[src/rtl/core/mpfg_pkg.sv]
// Package: shared types and constants for the PWM frame generator.
`timescale 1ns / 1ps
`default_nettype none

package mpfg_pkg;

    localparam int LEVEL_W      = 4;
    localparam int LEVEL_INPUTS = 9;
    localparam int BITS_W       = 9;
    localparam int INDEX_W      = 4;
    localparam int QUEUE_DEPTH  = 2;
    localparam int QPTR_W       = 1;
    localparam int QCNT_W       = 2;

    typedef struct packed {
        logic [LEVEL_W-1:0] level_8;
        logic [LEVEL_W-1:0] level_7;
        logic [LEVEL_W-1:0] level_6;
        logic [LEVEL_W-1:0] level_5;
        logic [LEVEL_W-1:0] level_4;
        logic [LEVEL_W-1:0] level_3;
        logic [LEVEL_W-1:0] level_2;
        logic [LEVEL_W-1:0] level_1;
        logic [LEVEL_W-1:0] level_0;
    } level_map_t;

    typedef struct packed {
        logic [BITS_W-1:0]  frame_bits;
        logic [INDEX_W-1:0] frame_index;
        logic               last_frame;
    } frame_t;

    // levels as an indexable row; the front end zeroes unused motors before the push
    typedef logic [LEVEL_INPUTS-1:0][LEVEL_W-1:0] level_arr_t;

    typedef struct packed {
        logic empty;
        logic full;
    } q_status_t;

endpackage

`default_nettype wire

[src/rtl/core/mpfg_front.sv]
// Front end: takes a map transfer, masks motors beyond the count, pushes to the queue.
`timescale 1ns / 1ps
`default_nettype none

module mpfg_front #(
    parameter int MOTOR_COUNT = 9
) (
    input  wire logic                  start,
    input  wire mpfg_pkg::level_map_t  level_map,
    input  wire mpfg_pkg::q_status_t   q_status,
    output logic                       busy,
    output logic                       push,
    output mpfg_pkg::level_arr_t       push_data
);
    import mpfg_pkg::*;

    level_arr_t raw;

    assign raw = {level_map.level_8, level_map.level_7, level_map.level_6,
                  level_map.level_5, level_map.level_4, level_map.level_3,
                  level_map.level_2, level_map.level_1, level_map.level_0};

    assign busy = q_status.full;
    assign push = start && !q_status.full;

    always_comb
    begin
        for (int m = 0; m < LEVEL_INPUTS; m++)
        begin
            push_data[m] = (m < MOTOR_COUNT) ? raw[m] : '0;
        end
    end

endmodule

`default_nettype wire

[src/rtl/core/mpfg_queue.sv]
// Two-entry queue of masked level maps between front and back ends.
`timescale 1ns / 1ps
`default_nettype none

module mpfg_queue (
    input  wire logic                  clk,
    input  wire logic                  rst_n,
    input  wire logic                  push,
    input  wire mpfg_pkg::level_arr_t  push_data,
    input  wire logic                  pop,
    output mpfg_pkg::level_arr_t       head_data,
    output mpfg_pkg::q_status_t        q_status
);
    import mpfg_pkg::*;

    level_arr_t          entries_reg [QUEUE_DEPTH];
    logic [QPTR_W-1:0]   wr_ptr_reg, wr_ptr_next;
    logic [QPTR_W-1:0]   rd_ptr_reg, rd_ptr_next;
    logic [QCNT_W-1:0]   count_reg,  count_next;

    always_comb
    begin
        wr_ptr_next = push ? wr_ptr_reg + 1'b1 : wr_ptr_reg;
        rd_ptr_next = pop  ? rd_ptr_reg + 1'b1 : rd_ptr_reg;
        count_next  = count_reg;
        if (push && !pop)
        begin
            count_next = count_reg + 1'b1;
        end
        else if (pop && !push)
        begin
            count_next = count_reg - 1'b1;
        end
    end

    always_ff @(posedge clk or negedge rst_n)
    begin
        if (!rst_n)
        begin
            wr_ptr_reg <= '0;
            rd_ptr_reg <= '0;
            count_reg  <= '0;
        end
        else
        begin
            wr_ptr_reg <= wr_ptr_next;
            rd_ptr_reg <= rd_ptr_next;
            count_reg  <= count_next;
        end
    end

    always_ff @(posedge clk)
    begin
        if (push)
        begin
            entries_reg[wr_ptr_reg] <= push_data;
        end
    end

    assign head_data      = entries_reg[rd_ptr_reg];
    assign q_status.empty = (count_reg == '0);
    assign q_status.full  = (count_reg == QCNT_W'(QUEUE_DEPTH));

`ifndef SYNTHESIS
    a_no_push_full: assert property (@(posedge clk) disable iff (!rst_n)
        q_status.full |-> !push)
        else $error("queue written while full");
    a_no_pop_empty: assert property (@(posedge clk) disable iff (!rst_n)
        q_status.empty |-> !pop)
        else $error("queue read while empty");
    a_count_bound: assert property (@(posedge clk) disable iff (!rst_n)
        count_reg <= QCNT_W'(QUEUE_DEPTH))
        else $error("queue count beyond depth");
`endif

endmodule

`default_nettype wire

[src/rtl/core/mpfg_back.sv]
// Back end: steps through the frames of the head map, one registered frame per cycle while the queue holds a map.
`timescale 1ns / 1ps
`default_nettype none

module mpfg_back #(
    parameter int FRAMES_PER_CYCLE = 10
) (
    input  wire logic                  clk,
    input  wire logic                  rst_n,
    input  wire mpfg_pkg::level_arr_t  head_data,
    input  wire mpfg_pkg::q_status_t   q_status,
    output logic                       pop,
    output mpfg_pkg::frame_t           frame,
    output logic                       frame_valid
);
    import mpfg_pkg::*;

    localparam int CNT_W = (FRAMES_PER_CYCLE > 1) ? $clog2(FRAMES_PER_CYCLE) : 1;
    localparam logic [CNT_W-1:0] LAST_CNT = CNT_W'(FRAMES_PER_CYCLE - 1);

    logic [CNT_W-1:0]  cnt_reg, cnt_next;
    logic              valid_reg, valid_next;
    frame_t            frame_reg, frame_next;
    logic [INDEX_W-1:0] idx;
    logic              is_last;
    logic              work;

    assign work    = !q_status.empty;
    assign idx     = INDEX_W'(cnt_reg);
    assign is_last = (cnt_reg == LAST_CNT);
    assign pop     = work && is_last;

    always_comb
    begin
        cnt_next   = cnt_reg;
        valid_next = work;
        if (work)
        begin
            cnt_next = is_last ? '0 : cnt_reg + 1'b1;
        end
        frame_next.frame_index = idx;
        frame_next.last_frame  = is_last;
        for (int m = 0; m < LEVEL_INPUTS; m++)
        begin
            frame_next.frame_bits[m] = !is_last && (head_data[m] > idx);
        end
    end

    always_ff @(posedge clk or negedge rst_n)
    begin
        if (!rst_n)
        begin
            cnt_reg   <= '0;
            valid_reg <= 1'b0;
        end
        else
        begin
            cnt_reg   <= cnt_next;
            valid_reg <= valid_next;
        end
    end

    always_ff @(posedge clk)
    begin
        frame_reg <= frame_next;
    end

    assign frame       = frame_reg;
    assign frame_valid = valid_reg;

`ifndef SYNTHESIS
    a_last_zero: assert property (@(posedge clk) disable iff (!rst_n)
        (frame_valid && frame.last_frame) |-> (frame.frame_bits == '0))
        else $error("final frame not blank");
    a_last_index: assert property (@(posedge clk) disable iff (!rst_n)
        frame_valid |->
            (frame.last_frame == (frame.frame_index == INDEX_W'(FRAMES_PER_CYCLE - 1))))
        else $error("last flag disagrees with index");
    a_cycle_unbroken: assert property (@(posedge clk) disable iff (!rst_n)
        (frame_valid && !frame.last_frame) |=>
            (frame_valid && (frame.frame_index == $past(frame.frame_index) + 1'b1)))
        else $error("frame cycle broken");
    a_start_at_zero: assert property (@(posedge clk) disable iff (!rst_n)
        (frame_valid && frame.last_frame) |=>
            (!frame_valid || (frame.frame_index == '0)))
        else $error("new cycle not starting at frame zero");
`endif

endmodule

`default_nettype wire

[src/rtl/core/multichannel_pwm_frame_generator_core.sv]
// Top level: multichannel PWM frame generator core.
`timescale 1ns / 1ps
`default_nettype none

// One intensity map in, one full PWM cycle of FRAMES_PER_CYCLE frame words
// out, a frame per clock while a map is queued. A map transfers at a
// rising edge with start high and busy low. Frames appear on frame with
// frame_valid high for exactly one cycle each; the receiver cannot hold
// them off, so capture every strobe. In frame f bit m is set when level m
// exceeds f; the final frame of each cycle is always blank and carries
// last_frame. Motors at or above MOTOR_COUNT read as off. The first frame
// of a map strobes once the map has passed through the queue and the back
// end's frame register. The back end's frame counter emits one frame per
// cycle while the queue holds a map; a two-entry queue lets the next map
// transfer while the current one is still being played out, and busy
// rises only when both entries are held. No state survives between maps.
module multichannel_pwm_frame_generator_core #(
    parameter int MOTOR_COUNT      = 9,
    parameter int FRAMES_PER_CYCLE = 10
) (
    input  wire logic                  clk,
    input  wire logic                  rst_n,
    input  wire logic                  start,
    output logic                       busy,
    input  wire mpfg_pkg::level_map_t  level_map,
    output mpfg_pkg::frame_t           frame,
    output logic                       frame_valid
);
    import mpfg_pkg::*;

    level_arr_t push_data;
    level_arr_t head_data;
    q_status_t  q_status;
    logic       push;
    logic       pop;

    // front: accept and mask
    mpfg_front #(
        .MOTOR_COUNT (MOTOR_COUNT)
    ) u_front (
        .start     (start),
        .level_map (level_map),
        .q_status  (q_status),
        .busy      (busy),
        .push      (push),
        .push_data (push_data)
    );

    // decoupling queue
    mpfg_queue u_queue (
        .clk       (clk),
        .rst_n     (rst_n),
        .push      (push),
        .push_data (push_data),
        .pop       (pop),
        .head_data (head_data),
        .q_status  (q_status)
    );

    // back: frame sequencer with registered output
    mpfg_back #(
        .FRAMES_PER_CYCLE (FRAMES_PER_CYCLE)
    ) u_back (
        .clk         (clk),
        .rst_n       (rst_n),
        .head_data   (head_data),
        .q_status    (q_status),
        .pop         (pop),
        .frame       (frame),
        .frame_valid (frame_valid)
    );

endmodule

`default_nettype wire

[config.mk]
export PLATFORM = sky130hd
export DESIGN_NAME = multichannel_pwm_frame_generator_core
export DESIGN_NICKNAME = d
export VERILOG_FILES = /design/src/rtl/core/mpfg_pkg.sv /design/src/rtl/core/mpfg_front.sv /design/src/rtl/core/mpfg_queue.sv /design/src/rtl/core/mpfg_back.sv /design/src/rtl/core/multichannel_pwm_frame_generator_core.sv
export SDC_FILE = /design/constraint.sdc
export NUM_CORES = 1
export LEC_CHECK = 0
export BUFFER_PORTS_ARGS = -buffer_cell sky130_fd_sc_hd__buf_2
export CAP_MARGIN = 25
export CELL_PAD_IN_SITES_DETAIL_PLACEMENT = 0
export CELL_PAD_IN_SITES_GLOBAL_PLACEMENT = 2
export CORE_MARGIN = 1
export CORE_UTILIZATION = 44
export CTS_BUF_LIST = sky130_fd_sc_hd__clkbuf_4 sky130_fd_sc_hd__clkbuf_8
export CTS_CLUSTER_DIAMETER = 30
export DETAILED_ROUTE_END_ITERATION = 8
export HOLD_SLACK_MARGIN = 0.1
export PLACE_DENSITY = 0.82
export SYNTH_ARGS = -nofsm -noshare
export SYNTH_HDL_FRONTEND = slang
export SYNTH_HIERARCHICAL = 1
export SYNTH_SLANG_ARGS = --single-unit
[constraint.sdc]
create_clock -name clk -period 3.65 [get_ports clk]
set_clock_uncertainty 0.1 [all_clocks]
set_input_delay 1.095 -clock clk [delete_from_list [all_inputs] [get_ports clk]]
set_output_delay 1.095 -clock clk [all_outputs]
set_load 0.05 [all_outputs]
==> run metrics <==
status=finished, final reports clean; Overall Power=4.37 mW; Synth Register Bits=95; iteration-0 DRC count of the detailed router=63; PD cells=887 nW/um^2; NumNets Final=398; Buf+Inv Stages, Crit Path=1; Detail Route Antenna Nets=0; core outline area=9950 um^2; CP Data Required Time=2450 ps; final setup margin=1090 ps; vias per cell=4.86; CP arrival=1370 ps; CP Max Fanout=4; total number of vias=2235; final hold violations=0; GRT Overall Usage=0.145; total CTS buffers=9; top cells by area, synth=edfxtp_1 (47%), ha_1 (10%), mux2_4 (9.5%), dfxtp_1 (6.1%), buf_4 (6.1%); DP HPWL=4820 um; pin count of the biggest net entering global routing=21; Synthesis Warnings=6; post-detailed-route DRC marker count=0; Design Area, Final=4920 um^2; DRT Pass-1 Iters=4; fill count=847; Clock Sinks=95; CTS resizes=0; post-CTS setup buffer count=0; slowest stage cell, crit path=dfrtp_1; Post-Syn Area=4580 um^2; RSZ-0062 raised after global routing=false; startpoint types=flop; clock root buffer=clkbuf_8; share of the yosys chip area belonging to registers=0.582; cell count after synthesis=293; Yosys top cell by area=edfxtp_1; relative max-transition margin=0.552; worst-margin pin slew=672 ps; Final period util=0.702; worst vdd ir=0.297 mV; first-pass GRT wire length=11600 um; n_diodes=0; Die Y=104 um; min cycle time layout=2560 ps; hold crit path type=flop to flop; commonest non-fill, non-tap cell in the layout=edfxtp_1; Cell Area, Placed=4730 um^2; commonest cells after routing, fill and taps aside=edfxtp_1 (72), buf_2 (54), ha_1 (37); Yosys top cell area share=0.472; die area=10800 um^2; clock buffer depth=2; row cnt=36; initial antenna violation count=0; htree depth=3; Area Growth Syn to Fin=7.34%; syn_nets=369; slowest stage delay, CP=440 ps; clock slew at reported path FFs=90 ps; hold_buf cts=0; Leak Pwr=2.07 nW; Final Max Slew Viols=0; Top-Level Pins=55; GPL Wtd Cong=0.696; setup TNS=0 ps; layout cells sized above 1=0.388; Crit path max-delay family=flip-flops; clk_lat worst skew=370 ps; Final Util=0.494; buffers added on ports=54; Die Wd=104 um; vias in the first global route=2368; CP cell instances=nor2b_1, buf_2; Setup CP Type=flop to output pin; syn_area_per_cell=15.6 um^2; Max Clock Freq=390 MHz; max reg flops=72; Final setup viols=0; DR WL/cell=15.5 um; CTS tree=built; CP endpoint kind=output pin; Cell variety after synth=30; dpl ws=1120 ps; initial core utilization=0.461; max-cap violations=0; Overflow after GRT=0; Routed WL=7120 um
layout make-up:
class                   instances  area [um^2]  area share
clock buffers                  10          131      0.0267
repair buffers                 60          328      0.0666
flip-flops and latches         95         2670       0.542
well taps                     133          166      0.0338
clock inverters                 6         61.3      0.0125
inverters                      14         52.6      0.0107
multi-input cells             142         1510       0.307
per-layer routing:
layer	up-vias	GRT usage	routed length, um
met4	0	0.0735	152
li1	1105	-	-
met3	11	0.0382	232
met1	1073	0.171	3160
met5	-	0	0
met2	46	0.245	3570
worst reg2reg max path, stage by stage, from the launching register on:
cell	delay [ps]
dfrtp_2	730
buf_4	420
mux2_4	330
ha_1	300
nor2b_1	130
o211ai_1	180
a21oi_2	70
path summary, 6_finish.rpt:
path,slack (ps),start,end,cells past startpoint
worst max-delay path,1090,u_queue/count_reg[0]$_DFFE_PN0P_,busy,2
worst min-delay path,390,u_back/cnt_reg[3]$_DFFE_PN0N_,u_back/frame[4]$_DFF_P_,0
worst max register to register,1290,u_queue/rd_ptr_reg$_DFFE_PN0P_,u_back/frame[7]$_DFF_P_,6
worst min register to register,390,u_back/cnt_reg[3]$_DFFE_PN0N_,u_back/frame[4]$_DFF_P_,0
max in group asynchronous,2790,rst_n,u_queue/rd_ptr_reg$_DFFE_PN0P_,1
min in group asynchronous,460,rst_n,u_back/cnt_reg[3]$_DFFE_PN0N_,1
per-stage QoR:
step                      hold slack [ps]  cells
after global placement                354    444
after global routing                  415    460
after floorplan                       302    293
after detailed placement              356    444
after CTS                             388    460
final                                 393    460
synthesized netlist by cell type:
library cell / count
ha_1: 37
o211ai_1: 9
nand3_1: 1
xnor2_1: 3
inv_1: 14
a41o_2: 1
a21o_2: 1
a21oi_2: 8
mux2_2: 7
mux2_4: 29
nor2b_4: 1
nor2_1: 2
nor4bb_1: 1
edfxtp_1: 72
nor4bb_4: 1
nand2b_1: 1
buf_6: 2
xor2_1: 4
nor3_1: 1
a41o_1: 8
and2b_1: 1
buf_4: 37
nor2b_1: 11
buf_12: 3
dfrtp_1: 9
dfxtp_1: 14
a21oi_1: 11
o21ai_0: 2
and2_2: 1
and2_1: 1
cell families after synthesis:
kind of cell               share of synthesized area
adders and majority gates                      0.101
xor gates and xnor gates                      0.0134
DFF                                            0.582
and+or+nand+nor                               0.0355
muxes                                          0.112
AOI/OAI and AO/OA                             0.0660
buffers and inverters                         0.0901
power by group:
group	leakage, nW	internal [mW]	total, mW	switching (mW)
sequential	0.891	1.51	1.71	0.198
combinational	1.09	0.877	1.98	1.10
clock	0.0855	0.320	0.673	0.354
total	2.07	2.71	4.37	1.66
Note: power is estimated with default switching activity, not from simulation.
